**src/design/cc_cv_charge_and_discharge_monitor_macros.svh**
```systemverilog
// assertion macros for the charge and discharge monitor
`ifndef CC_CV_CHARGE_AND_DISCHARGE_MONITOR_MACROS_SVH
`define CC_CV_CHARGE_AND_DISCHARGE_MONITOR_MACROS_SVH

// same-cycle implication, checked at every rising clock edge out of reset
`define CCM_ASSERT_NOW(lbl, ante, cons) \
   lbl: assert property (@(posedge clock) disable iff (reset) (ante) |-> (cons)) \
      else $error("ccm assertion failed");

// next-cycle implication, checked at every rising clock edge out of reset
`define CCM_ASSERT_NEXT(lbl, ante, cons) \
   lbl: assert property (@(posedge clock) disable iff (reset) (ante) |=> (cons)) \
      else $error("ccm assertion failed");

`endif

```
**src/design/ccm_pkg.sv**
```systemverilog
// package: types, codes and the constant-current step for the charge monitor
`default_nettype none

package ccm_pkg;

   localparam logic [6:0] DUTY_MAX      = 7'd100;
   localparam logic [3:0] CHARGE_DIVIDE = 4'd10;

   // battery led codes
   localparam logic [2:0] LED_OFF     = 3'd0;
   localparam logic [2:0] LED_SHORT   = 3'd1;
   localparam logic [2:0] LED_BLINK1  = 3'd2;
   localparam logic [2:0] LED_BLINK2  = 3'd3;
   localparam logic [2:0] LED_BLINK3  = 3'd4;
   localparam logic [2:0] LED_STEADY1 = 3'd5;
   localparam logic [2:0] LED_STEADY2 = 3'd6;
   localparam logic [2:0] LED_STEADY3 = 3'd7;

   // buzzer codes
   localparam logic [2:0] BUZ_OFF       = 3'd0;
   localparam logic [2:0] BUZ_SLOW      = 3'd1;
   localparam logic [2:0] BUZ_FAST      = 3'd2;
   localparam logic [2:0] BUZ_VERY_FAST = 3'd3;
   localparam logic [2:0] BUZ_PERMANENT = 3'd4;

   // external led codes
   localparam logic [1:0] EXT_OFF   = 2'd0;
   localparam logic [1:0] EXT_ON    = 2'd1;
   localparam logic [1:0] EXT_BLINK = 2'd2;

   // host level codes
   localparam logic [1:0] HOST_HIGH     = 2'd0;
   localparam logic [1:0] HOST_MIDDLE   = 2'd1;
   localparam logic [1:0] HOST_LOW      = 2'd2;
   localparam logic [1:0] HOST_SHUTDOWN = 2'd3;

   // tick kinds
   localparam logic MODE_CHARGE  = 1'b0;
   localparam logic MODE_BATTERY = 1'b1;

   // configuration register indexes
   localparam logic [2:0] CSR_CC_CURRENT  = 3'd0;
   localparam logic [2:0] CSR_CV_VOLTAGE  = 3'd1;
   localparam logic [2:0] CSR_NO_BATTERY  = 3'd2;
   localparam logic [2:0] CSR_CHG_LEVELS  = 3'd3;
   localparam logic [2:0] CSR_DIS_LEVELS  = 3'd4;
   localparam logic [2:0] CSR_SHDN_TICKS  = 3'd5;
   localparam logic [2:0] CSR_DWELL_TICKS = 3'd6;

   localparam int CSR_DATA_W = 48;

   typedef struct packed {
      logic [11:0] cc_current_target;
      logic [11:0] cv_voltage_target;
      logic [11:0] missing_bat_level;
      logic [35:0] charge_levels;
      logic [47:0] discharge_levels;
      logic [15:0] shutdown_ticks;
      logic [7:0]  cv_dwell_ticks;
   } cfg_type;

   typedef struct packed {
      logic        mode;
      logic [11:0] battery_voltage;
      logic [11:0] charger_voltage;
      logic [11:0] charge_current;
   } req_type;

   typedef struct packed {
      logic [6:0]  duty;
      logic        cv_mode;
      logic        shutdown_armed;
      logic [3:0]  step_divider;
      logic [7:0]  dwell_count;
      logic [15:0] shutdown_count;
      logic [2:0]  led;
      logic [2:0]  buzzer;
      logic [1:0]  ext_led;
      logic [1:0]  host_level;
      logic        charger_on;
   } state_type;

   typedef struct packed {
      logic [6:0] duty;
      logic       fault;
   } cc_result_type;

   // one constant-current step; a missing battery takes one extra decrement
   function automatic cc_result_type cc_step(input logic [6:0]  duty,
                                             input logic [11:0] vbat,
                                             input logic [11:0] cur,
                                             input logic [11:0] cc_target,
                                             input logic [11:0] no_bat);
      cc_result_type r;
      r.duty  = duty;
      r.fault = 1'b0;
      if (cur < cc_target) begin
         if (r.duty < DUTY_MAX) r.duty = r.duty + 7'd1;
         else r.fault = 1'b1;
      end else begin
         if (r.duty > 7'd0) r.duty = r.duty - 7'd1;
         else r.fault = 1'b1;
      end
      if (vbat > no_bat) begin
         if (r.duty > 7'd0) r.duty = r.duty - 7'd1;
         r.fault = 1'b1;
      end
      return r;
   endfunction

endpackage

`default_nettype wire

```
**src/design/ccm_core.sv**
```systemverilog
// next-state logic for one tick: charge regulation and battery grading
`default_nettype none

module ccm_core (
   input  ccm_pkg::state_type state,
   input  ccm_pkg::cfg_type   cfg,
   input  ccm_pkg::req_type   req,
   output ccm_pkg::state_type state_next,
   output logic               fire
);
   import ccm_pkg::*;

   logic [11:0] l1, l2, l3;
   logic [11:0] lv_hi, lv_mid, lv_lo, lv_crit;
   logic [11:0] vbat;

   assign vbat    = req.battery_voltage;
   assign l1      = cfg.charge_levels[11:0];
   assign l2      = cfg.charge_levels[23:12];
   assign l3      = cfg.charge_levels[35:24];
   assign lv_hi   = cfg.discharge_levels[11:0];
   assign lv_mid  = cfg.discharge_levels[23:12];
   assign lv_lo   = cfg.discharge_levels[35:24];
   assign lv_crit = cfg.discharge_levels[47:36];

   // bands are tested in order; misordered levels may step the duty more than once
   always_comb begin
      state_type     s;
      cc_result_type cr;
      logic          graded;
      s      = state;
      cr     = '0;
      graded = 1'b0;
      fire   = 1'b0;

      if (req.mode == MODE_CHARGE) begin
         s.step_divider = s.step_divider + 4'd1;
         if (s.step_divider >= CHARGE_DIVIDE) begin
            s.step_divider   = 4'd0;
            s.charger_on     = 1'b1;
            s.buzzer         = BUZ_OFF;
            s.ext_led        = EXT_ON;
            s.shutdown_armed = 1'b0;

            // constant current bands
            if (!s.cv_mode) begin
               if (vbat < l1) begin
                  cr = cc_step(s.duty, vbat, req.charge_current,
                               cfg.cc_current_target, cfg.missing_bat_level);
                  s.duty        = cr.duty;
                  s.led         = cr.fault ? LED_SHORT : LED_BLINK1;
                  s.dwell_count = 8'd0;
               end
               if (vbat > l1 && vbat < l2) begin
                  cr = cc_step(s.duty, vbat, req.charge_current,
                               cfg.cc_current_target, cfg.missing_bat_level);
                  s.duty        = cr.duty;
                  s.led         = LED_BLINK2;
                  s.dwell_count = 8'd0;
               end
               if (vbat > l2 && vbat < l3) begin
                  cr = cc_step(s.duty, vbat, req.charge_current,
                               cfg.cc_current_target, cfg.missing_bat_level);
                  s.duty        = cr.duty;
                  s.led         = LED_BLINK3;
                  s.dwell_count = 8'd0;
               end
               if (vbat > l3) begin
                  cr = cc_step(s.duty, vbat, req.charge_current,
                               cfg.cc_current_target, cfg.missing_bat_level);
                  s.duty = cr.duty;
                  s.led  = LED_BLINK3;
                  if (s.dwell_count < cfg.cv_dwell_ticks) begin
                     if (s.dwell_count != 8'hFF) s.dwell_count = s.dwell_count + 8'd1;
                  end else begin
                     s.dwell_count = 8'd0;
                     s.cv_mode     = 1'b1;
                  end
               end
            end

            // constant voltage, also entered on the tick that ends the dwell
            if (s.cv_mode) begin
               if (req.charger_voltage < cfg.cv_voltage_target) begin
                  if (s.duty < DUTY_MAX) s.duty = s.duty + 7'd1;
               end else begin
                  if (s.duty > 7'd0) s.duty = s.duty - 7'd1;
               end
               s.led = LED_STEADY3;
               if (vbat < l1 || req.charge_current > cfg.cc_current_target)
                  s.cv_mode = 1'b0;
               s.dwell_count = 8'd0;
            end
         end
      end else begin
         s.charger_on = 1'b0;
         s.duty       = 7'd0;
         s.cv_mode    = 1'b0;
         s.ext_led    = EXT_BLINK;

         // grading; first matching band wins; the three level bands skip the shutdown timer, the lowest band arms it
         if (!s.shutdown_armed) begin
            if (vbat > lv_hi) begin
               s.host_level = HOST_HIGH;   s.buzzer = BUZ_SLOW;
               s.led = LED_STEADY3;        s.shutdown_count = 16'd0;
               graded = 1'b1;
            end else if (vbat > lv_mid && vbat < lv_hi) begin
               s.host_level = HOST_MIDDLE; s.buzzer = BUZ_FAST;
               s.led = LED_STEADY2;        s.shutdown_count = 16'd0;
               graded = 1'b1;
            end else if (vbat > lv_lo && vbat < lv_mid) begin
               s.host_level = HOST_LOW;    s.buzzer = BUZ_VERY_FAST;
               s.led = LED_STEADY1;        s.shutdown_count = 16'd0;
               graded = 1'b1;
            end else if (vbat < lv_lo) begin
               s.shutdown_armed = 1'b1;
               s.shutdown_count = 16'd0;
            end
         end

         // armed shutdown timer
         if (!graded && s.shutdown_armed) begin
            s.host_level = HOST_SHUTDOWN;
            s.buzzer     = BUZ_VERY_FAST;
            s.led        = LED_OFF;
            if (s.shutdown_count != 16'hFFFF) s.shutdown_count = s.shutdown_count + 16'd1;
            if (s.shutdown_count > cfg.shutdown_ticks || vbat < lv_crit) begin
               s.buzzer         = BUZ_PERMANENT;
               s.shutdown_armed = 1'b0;
               s.shutdown_count = 16'd0;
               fire             = 1'b1;
            end
         end
      end

      state_next = s;
   end

endmodule

`default_nettype wire

```
**src/design/cc_cv_charge_and_discharge_monitor.sv**
```systemverilog
// top level: handshake stages, configuration registers and monitor state
`default_nettype none
`include "cc_cv_charge_and_discharge_monitor_macros.svh"

// CC/CV charge and discharge monitor. Each item is one 1 ms tick: charge
// ticks (mode 0) run the charger regulation on every tenth tick, battery
// ticks (mode 1) grade the battery level and run the shutdown timer. Every
// item gives exactly one result item, carrying the updated outputs and a
// one-tick shutdown_request pulse. An item is held in the input register
// and then evaluated combinationally into the result register, so one
// item is taken per cycle while the result side keeps up; the input side
// stalls only when a result waits to be taken and another item already
// sits in the input register. Configuration is written through csr_wr_en /
// csr_index / csr_wr_data and should only change while no item is in
// flight.
module cc_cv_charge_and_discharge_monitor (
   input  logic                              clock,
   input  logic                              reset,
   // input channel
   input  logic                              req_valid,
   output logic                              req_stall,
   input  logic                              req_mode,
   input  logic [11:0]                       req_battery_voltage,
   input  logic [11:0]                       req_charger_voltage,
   input  logic [11:0]                       req_charge_current,
   // result channel
   output logic                              rsp_valid,
   input  logic                              rsp_stall,
   output logic [6:0]                        rsp_pwm_duty,
   output logic                              rsp_charger_on,
   output logic [2:0]                        rsp_battery_leds,
   output logic [2:0]                        rsp_buzzer_code,
   output logic [1:0]                        rsp_external_led,
   output logic [1:0]                        rsp_host_level,
   output logic                              rsp_cv_active,
   output logic                              rsp_shutdown_request,
   // configuration port
   input  logic                              csr_wr_en,
   input  logic [2:0]                        csr_index,
   input  logic [ccm_pkg::CSR_DATA_W-1:0]    csr_wr_data
);
   import ccm_pkg::*;

   cfg_type   cfg_ff;
   req_type   req_ff;
   logic      in_valid_ff, in_valid_in;
   logic      out_valid_ff, out_valid_in;
   state_type state_ff, state_in;
   state_type rsp_ff;
   logic      fire_ff, fire_in;
   logic      accept, advance;

   // handshake between input register and result register
   assign advance     = in_valid_ff && (!out_valid_ff || !rsp_stall);
   assign req_stall   = in_valid_ff && !advance;
   assign accept      = req_valid && !req_stall;
   assign in_valid_in = accept ? 1'b1 : (advance ? 1'b0 : in_valid_ff);
   assign out_valid_in = advance ? 1'b1 : (rsp_stall ? out_valid_ff : 1'b0);

   always_ff @(posedge clock) begin
      if (reset) begin
         in_valid_ff  <= 1'b0;
         out_valid_ff <= 1'b0;
      end else begin
         in_valid_ff  <= in_valid_in;
         out_valid_ff <= out_valid_in;
      end
   end

   // input register
   always_ff @(posedge clock) begin
      if (accept) begin
         req_ff.mode            <= req_mode;
         req_ff.battery_voltage <= req_battery_voltage;
         req_ff.charger_voltage <= req_charger_voltage;
         req_ff.charge_current  <= req_charge_current;
      end
   end

   // configuration registers
   always_ff @(posedge clock) begin
      if (reset) begin
         cfg_ff.cc_current_target <= 12'd0;
         cfg_ff.cv_voltage_target <= 12'd0;
         cfg_ff.missing_bat_level <= 12'hFFF;
         cfg_ff.charge_levels     <= 36'd0;
         cfg_ff.discharge_levels  <= 48'd0;
         cfg_ff.shutdown_ticks    <= 16'd60000;
         cfg_ff.cv_dwell_ticks    <= 8'd100;
      end else if (csr_wr_en) begin
         case (csr_index)
            CSR_CC_CURRENT:  cfg_ff.cc_current_target <= csr_wr_data[11:0];
            CSR_CV_VOLTAGE:  cfg_ff.cv_voltage_target <= csr_wr_data[11:0];
            CSR_NO_BATTERY:  cfg_ff.missing_bat_level <= csr_wr_data[11:0];
            CSR_CHG_LEVELS:  cfg_ff.charge_levels     <= csr_wr_data[35:0];
            CSR_DIS_LEVELS:  cfg_ff.discharge_levels  <= csr_wr_data[47:0];
            CSR_SHDN_TICKS:  cfg_ff.shutdown_ticks    <= csr_wr_data[15:0];
            CSR_DWELL_TICKS: cfg_ff.cv_dwell_ticks    <= csr_wr_data[7:0];
            default: ;
         endcase
      end
   end

   // per-tick evaluation
   ccm_core u_core (
      .state      (state_ff),
      .cfg        (cfg_ff),
      .req        (req_ff),
      .state_next (state_in),
      .fire       (fire_in)
   );

   // monitor state, updated once per evaluated item
   always_ff @(posedge clock) begin
      if (reset) begin
         state_ff <= '0;
      end else if (advance) begin
         state_ff <= state_in;
      end
   end

   // result register
   always_ff @(posedge clock) begin
      if (advance) begin
         rsp_ff  <= state_in;
         fire_ff <= fire_in;
      end
   end

   assign rsp_valid            = out_valid_ff;
   assign rsp_pwm_duty         = rsp_ff.duty;
   assign rsp_charger_on       = rsp_ff.charger_on;
   assign rsp_battery_leds     = rsp_ff.led;
   assign rsp_buzzer_code      = rsp_ff.buzzer;
   assign rsp_external_led     = rsp_ff.ext_led;
   assign rsp_host_level       = rsp_ff.host_level;
   assign rsp_cv_active        = rsp_ff.cv_mode;
   assign rsp_shutdown_request = fire_ff;

   // checks
   `CCM_ASSERT_NOW(a_fire_buzzer, rsp_valid && rsp_shutdown_request, rsp_buzzer_code == BUZ_PERMANENT)
   `CCM_ASSERT_NOW(a_duty_max, rsp_valid, rsp_pwm_duty <= DUTY_MAX)
   `CCM_ASSERT_NOW(a_off_zero_duty, rsp_valid && !rsp_charger_on, rsp_pwm_duty == 7'd0)
   `CCM_ASSERT_NOW(a_cv_needs_charger, rsp_valid && rsp_cv_active, rsp_charger_on)
   `CCM_ASSERT_NEXT(a_stall_holds_input, req_stall, in_valid_ff)

endmodule

`default_nettype wire
```
**config.mk**
```make
export PLATFORM = sky130hd
export DESIGN_NAME = cc_cv_charge_and_discharge_monitor
export DESIGN_NICKNAME = d
export VERILOG_FILES = /design/src/design/ccm_pkg.sv /design/src/design/ccm_core.sv /design/src/design/cc_cv_charge_and_discharge_monitor.sv
export VERILOG_INCLUDE_DIRS = /design/src /design/src/design
export SDC_FILE = /design/constraint.sdc
export NUM_CORES = 1
export LEC_CHECK = 0
export BUFFER_PORTS_ARGS = -buffer_cell sky130_fd_sc_hd__buf_2
export CORE_MARGIN = 5
export CORE_UTILIZATION = 30
export DETAILED_ROUTE_END_ITERATION = 7
export PLACE_DENSITY_LB_ADDON = 0.25
export SLEW_MARGIN = 5
export SYNTH_ARGS = -nofsm -noshare
export SYNTH_HDL_FRONTEND = slang
export SYNTH_SLANG_ARGS = --single-unit
```
**constraint.sdc**
```tcl
create_clock -name clock -period 12.1 [get_ports clock]
set_input_delay 0 -clock clock [delete_from_list [all_inputs] [get_ports clock]]
set_output_delay 0 -clock clock [all_outputs]
set_load 0.01 [all_outputs]
```
==> results of run 1 <==
==> per-stage QoR <==
step           cell area [sq um]  instances  power, mW
2_1_floorplan              17460       2212      1.339
3_3_place_gp               18950       3028      1.508
3_5_place_dp               18950       3028      1.514
4_1_cts                    20900       3175      2.462
5_1_grt                    21040       3182      2.579
6_report                   21040       3182      2.457
==> flip-flops by register name, indices dropped and copies added (netlist names) <==
register              count
cfg_ff                  144
state_ff                 48
rsp_cv_active             1
rsp_battery_leds          3
rsp_buzzer_code           3
rsp_external_led          2
rsp_pwm_duty              7
rsp_host_level            2
req_ff                   37
rsp_valid                 1
rsp_charger_on            1
in_valid_ff               1
rsp_shutdown_request      1
==> logic make-up (layout without fill, tap and decap cells) <==
kind of cell             Yosys count  count (layout)  synth area share (%)
multiplexers                      30              30                 1.927
XOR/XNOR                          41              41                 2.142
AND/OR/NAND/NOR                  858             858                 23.47
adder cells (fa/ha/maj)          160             160                 11.46
buffers and inverters            282             487                 6.176
AO/OA/AOI/OAI                    590             590                 22.78
flip-flops                       251             251                 32.04
==> cell usage after synthesis, drive strengths merged (27+ instances only) <==
| cell | instances |
|---|---|
| clkbuf | 88 |
| nor2 | 138 |
| ha | 160 |
| dfxtp | 194 |
| nor3 | 42 |
| nand3 | 49 |
| edfxtp | 57 |
| nand2 | 390 |
| a21o | 40 |
| o21ai | 91 |
| nor2b | 33 |
| inv | 173 |
| nand4 | 44 |
| a211oi | 27 |
| xnor2 | 29 |
| nand2b | 30 |
| a21oi | 221 |
==> what timing repair did <==
| action | in CTS | in global routing |
|---|---|---|
| hold buffers | 95 | 0 |
| buffers inserted | 0 | 7 |
| resized for setup | 0 | 23 |
| hold endpoints to repair | 211 | 0 |
| endpoints found under the setup margin | 0 | 14 |
==> how the worst max path moves through the flow <==
| stage | from | to | slack (ns) | cells past startpoint |
|---|---|---|---|---|
| floorplan | req_ff[29] | rsp_pwm_duty[6] | 1.20 | 46 |
| global placement | req_ff[11] | rsp_pwm_duty[4] | 0.60 | 43 |
| detailed placement | req_ff[11] | rsp_pwm_duty[4] | 0.36 | 43 |
| CTS | req_ff[11] | rsp_pwm_duty[4] | 0.31 | 43 |
| global route | req_ff[11] | rsp_pwm_duty[4] | -0.0005 | 48 |
| finish | req_ff[11] | rsp_pwm_duty[4] | 0.66 | 42 |
==> report_power, final <==
| group | switching, mW | leakage, nW | internal, mW |
|---|---|---|---|
| logic | 0.405 | 5.44 | 0.243 |
| registers | 0.0115 | 2.12 | 0.882 |
| clock network | 0.370 | 0.493 | 0.545 |
==> tightest hold or removal path, stage by stage <==
cell and delay, ns:
buf_2 0.13, nand2_1 0.15, nor2_1 0.16, nand2_1 0.10
a21oi_1 0.05
==> per-layer routing <==
layer / wire, microns / up-vias
li1: - / 8254
met1: 24760 / 7916
met2: 26860 / 440
met3: 2489 / 119
met4: 2125 / 0
met5: 0 / -
==> area by class of cell <==
class / count / area [sq um] / share of cell area (%)
clock buffers: 33 / 772.0 / 3.669
clock inverters: 19 / 222.7 / 1.058
inverters: 174 / 653.1 / 3.104
multi-input cells: 1679 / 10920 / 51.89
flip-flops and latches: 251 / 5597 / 26.60
well taps: 765 / 957.2 / 4.549
repair buffers: 261 / 1922 / 9.134
==> results.py, run 1 <==
metrics = {
    "setup_path": {
        "crit_slowest_cell": "a211oi_1",
        "worstPathArrival_ns": 11.82,
        "timing.rr.end": "rsp_pwm_duty[4]",
        "path_max_fanout": 9,
        "crit_type": "flip-flop to flip-flop",
        "r2r_start": "req_ff[11]",
        "start_kind": "flip-flop",
        "critPathCaptureType": "flip-flop",
        "max_stage_delay_ns": 0.55,
        "ff2ff_setup_slack_ns": 0.66,
        "crit_buf_inv": 3,
        "rr_worst_depth": 42,
        "required_ns": 12.48,
        "cp_top_family": "compound AO/OA/AOI/OAI gates",
    },
    "floorplan": {
        "die_x_microns": 251.3,
        "design.core.area_sq_um": 57700,
        "io_pins": 115,
        "die_h_microns": 251.3,
        "start_util_pct": 30.27,
        "die_area_sq_um": 63130,
        "rows": 88,
    },
    "global_route": {
        "top_usage_layer": "met2",
        "grt_overflow": 0,
        "grtUsageMet2_pct": 29.43,
        "use_met1_pct": 22.08,
        "track_usage_pct": 17.05,
        "grt_max_degree": 106,
        "antenna_found_initial": 0,
        "grt_pass1_wl_microns": 89070,
        "grt_pass1_vias": 16240,
        "gr-usage-met3_pct": 2.121,
    },
    "power": {
        "vdd_ir_drop_max_mv": 0.1277,
        "leakagePower_nw": 8.058,
        "powerDensity_nw_per_um2": 116.7,
    },
    "logic_synthesis": {
        "yosys.area.top_type": "dfxtp_1",
        "yosysSeqAreaShare_pct": 32.04,
        "synth_edf_count": 57,
        "async_flop_share_pct": 0,
        "ys.flop_type": "dfxtp_1",
        "netlist_instances": 2212,
        "ys_ff_latch": 251,
        "yosysUniqueCellTypes": 117,
        "synthesis.nets": 2465,
        "syn_avg_cell_area_sq_um": 7.895,
        "ys_warn_count": 0,
        "synth_top_area_share_pct": 22.24,
        "syn-cell-area_sq_um": 17460,
        "synth.area.top_cells": "dfxtp_1 22%, ha_1 11%, edfxtp_1 9.8%",
    },
    "timing": {
        "setup_viol": 0,
        "clock.fmax_ghz": 0.08738,
        "fin_setup_tns_ns": 0,
        "timing.final.hold_violations": 0,
        "layout_setup_ws_ns": 0.6562,
        "skew_ns": 0.02184,
        "fin_crit_sh_pct": 94.58,
        "slew-limit-headroom_pct": 20.04,
        "fin_crit_ns": 11.44,
        "whs_ns": 0.08624,
        "drv_slew": 0,
        "tightest_slew_ns": 1.195,
    },
    "detailed_routing": {
        "routed_via_density": 5.257,
        "vias": 16730,
        "ant_nets": 0,
        "drtIter0Drc": 1152,
        "firstDrtPassIters": 5,
        "drc": 0,
        "routed_wl_microns": 56240,
        "post_drt_wl_per_cell_microns": 17.67,
    },
    "clock_tree": {
        "clkTransAtPathRegs_ns": 0.06,
        "root_buffer": "clkbuf_16",
        "cts.sink_count": 251,
        "h-tree-depth": 1,
        "clockBufferDepth": 3,
        "cts_made_buffers": 28,
        "cts_tree": "done",
        "clk_latency_ns": 0.57,
    },
    "min_path": {
        "min_path_cells": 5,
        "hold_class": "input port to flip-flop",
        "worstHoldStart": "csr_index[2]",
        "hold_end": "cfg_ff[7]",
    },
    "flow_run": {
        "maxCapViolCount": 0,
    },
    "final_layout": {
        "drive_gt1_share_pct": 12.83,
        "final_cell_mix": "388 x nand2_1, 218 x a21oi_1, 193 x dfxtp_1, 171 x inv_1, 159 x ha_1",
        "nets": 2648,
        "layout_commonest_cell": "nand2_1",
        "utilization_pct": 36.47,
        "nFillCells": 6026,
        "diodes": 0,
        "synthToLayoutAreaGrowth_pct": 20.49,
    },
    "place": {
        "place.gp.congestion": 0.8816,
        "port_buffers": 114,
        "dpl.hpwl_microns": 40580,
        "place_ws_ns": 0.3583,
    },
    "run_status": {
        "status": "complete, no violations",
    },
}
Note: power is estimated with default switching activity, not from simulation.
==> run 2, diff against run 1 <==
HOLD_SLACK_MARGIN = 0.15   (was default)
SLEW_MARGIN = 20   (was 5)
==> run 2 against run 1 <==
Cell area grew 1.5%. Die area is the same. Worst hold slack gained 0.090 ns. Largest cell class unchanged. Critical endpoint unchanged. Setup slack lost 0.099 ns. Largest power group unchanged. Final cell count grew 0.91%. Sequential power is essentially flat. Via count grew 1.4%. Sequential share of layout area shrank 0.41 points.
==> results.py, run 2 (synthesized netlist as in run 1, its figures left out) <==
metrics = {
    "power": {
        "p_switching_mw": 0.7864,
        "vdd_ir_drop_max_mv": 0.1081,
        "intPower_mw": 1.681,
        "power_frac_comb_pct": 26.5,
        "swShare_pct": 31.87,
        "pwr-share-seq_pct": 36.2,
        "powerDensity_nw_per_um2": 115.5,
        "clkPwrFrac_pct": 37.3,
        "leakagePower_nw": 8.186,
    },
    "global_route": {
        "antenna_found_initial": 0,
        "use_met1_pct": 21.89,
        "grt_max_degree": 106,
        "grt_overflow": 0,
        "gr-usage-met3_pct": 2.142,
        "track_usage_pct": 17.20,
        "grt_pass1_vias": 16460,
        "grt_pass1_wl_microns": 89600,
        "top_usage_layer": "met2",
        "grtUsageMet2_pct": 30.10,
    },
    "place": {
        "port_buffers": 114,
        "place_ws_ns": 0.3268,
        "placed_cell_area_sq_um": 18980,
        "dpl.hpwl_microns": 40630,
        "place.gp.congestion": 0.8816,
    },
    "detailed_routing": {
        "post_drt_wl_per_cell_microns": 17.78,
        "routed_via_density": 5.283,
        "ant_nets": 0,
        "firstDrtPassIters": 7,
        "drtIter0Drc": 1258,
        "routed_wl_microns": 57090,
        "vias": 16970,
        "drc": 0,
    },
    "clock_tree": {
        "cts.sink_count": 251,
        "root_buffer": "clkbuf_16",
        "clkTransAtPathRegs_ns": 0.06,
        "clockBufferDepth": 3,
        "h-tree-depth": 1,
        "cts_made_buffers": 28,
        "clk_latency_ns": 0.58,
        "cts_tree": "done",
    },
    "setup_path": {
        "cp.depth": 45,
        "worstPathArrival_ns": 11.91,
        "crit_top_cell": "ha_1",
        "crit_type": "flip-flop to flip-flop",
        "crit_buf_inv": 4,
        "crit_slowest_cell": "or3b_4",
        "crit_end": "rsp_pwm_duty[4]",
        "r2r_start": "req_ff[11]",
        "timing.rr.end": "rsp_pwm_duty[4]",
        "startpoint": "req_ff[11]",
        "rr_worst_depth": 45,
        "cp_top_family": "compound AO/OA/AOI/OAI gates",
        "start_kind": "flip-flop",
        "ff2ff_setup_slack_ns": 0.56,
        "path_max_fanout": 9,
        "required_ns": 12.47,
        "max_stage_delay_ns": 0.48,
        "critPathCaptureType": "flip-flop",
    },
    "final_layout": {
        "register_area_sq_um": 5595,
        "regMostFlops": "cfg_ff",
        "nFillCells": 6001,
        "multi_input_area_sq_um": 10920,
        "synthToLayoutAreaGrowth_pct": 22.33,
        "reg_top3": "cfg_ff: 144 flops, state_ff: 48 flops, req_ff: 37 flops",
        "final_cell_area_sq_um": 21360,
        "nets": 2677,
        "utilization_pct": 37.03,
        "diodes": 0,
        "drive_gt1_share_pct": 12.35,
        "layout_commonest_cell": "nand2_1",
        "final_cell_mix": "388 x nand2_1, 218 x a21oi_1, 194 x dfxtp_1, 171 x inv_1, 160 x ha_1",
        "largest_reg_flops": 144,
    },
    "floorplan": {
        "start_util_pct": 30.27,
        "rows": 88,
        "design.core.area_sq_um": 57700,
        "die_area_sq_um": 63130,
        "die_h_microns": 251.3,
        "io_pins": 115,
        "die_x_microns": 251.3,
    },
    "timing": {
        "clock.fmax_ghz": 0.08663,
        "skew_ns": 0.03743,
        "slew-limit-headroom_pct": 32.18,
        "drv_slew": 0,
        "fin_crit_ns": 11.54,
        "setup_viol": 0,
        "layout_setup_ws_ns": 0.5569,
        "timing.final.hold_violations": 0,
        "fin_crit_sh_pct": 95.40,
        "tightest_slew_ns": 1.007,
    },
    "flow_run": {
        "maxCapViolCount": 0,
    },
    "min_path": {
        "min_path_cells": 2,
        "hold_class": "input port to flip-flop",
    },
    "run_status": {
        "status": "complete, no violations",
    },
}
run 2: cell types whose count changed in the layout (fill, tap and decap cells not counted), moves of 2 or more:
cell           previous run  this run
dlygate4sd3_1            95       126
clkinv_2                  8         2
buf_4                    51        47
clkbuf_8                  1         4
clkinv_1                  2         5
clkinv_4                  3         1
run 2: worst min-delay path by stage:
stage	endpoint	startpoint	slack (ns)
2_1_floorplan	req_ff[0]	req_charge_current[0]	0.1
3_3_place_gp	req_ff[21]	req_charger_voltage[9]	0.18
3_5_place_dp	req_ff[10]	req_charge_current[10]	0.18
4_1_cts	req_ff[7]	req_charge_current[7]	0.15
5_1_grt	req_ff[5]	req_charge_current[5]	0.18
6_report	req_ff[29]	req_battery_voltage[5]	0.18
run 2: worst reg2reg max path: cells and delay by family, from the launching register on:
| family | cells | cell delay, ns |
|---|---|---|
| AO/OA/AOI/OAI | 18 | 5.00 |
| AND/OR/NAND/NOR | 12 | 2.33 |
| adder cells (fa/ha/maj) | 6 | 1.53 |
| multiplexers | 4 | 1.17 |
| buffers and inverters | 4 | 0.64 |
| flip-flops | 1 | 0.40 |
| XOR/XNOR | 1 | 0.26 |
run 2: repair_timing:
item,in CTS,in global routing
setup endpoints to repair,0,14
resized for setup,0,20
hold buffers,125,1
buffers inserted,0,4
hold endpoints to repair,255,1
run 2: power groups by stage:
stage	sequential (mW)	clock, mW	combinational [mW]
detailed placement	0.912	0	0.602
floorplan	0.913	0	0.425
CTS	0.894	0.942	0.636
global route	0.896	0.973	0.716
global placement	0.912	0	0.596
finish	0.894	0.919	0.654
run 2: layout make-up:
cell class	count	area share, %
clock buffer	36	3.707
clock inverter	16	0.9605
inverter	174	3.057
multi-input combinational	1679	51.11
sequential	251	26.19
tap	765	4.480
timing repair buffer	290	10.49
run 2: metal layers:
metal  vias up  wire [microns]  share of wire, %
li1       8307               -                 -
met2       490           27780                49
met4         0            2062               3.6
met3       117            2664               4.7
met5         -               0                 0
met1      8051           24580                43
run 2: metrics by stage:
step	setup TNS, ns	power (mW)	hold slack (ns)	cells
after floorplan	0	1.339	0.09887	2212
after global placement	0	1.508	0.1775	3028
after detailed placement	0	1.514	0.1786	3029
after CTS	0	2.471	0.1510	3206
after global routing	-0.04587	2.585	0.1780	3211
final	0	2.467	0.1759	3211
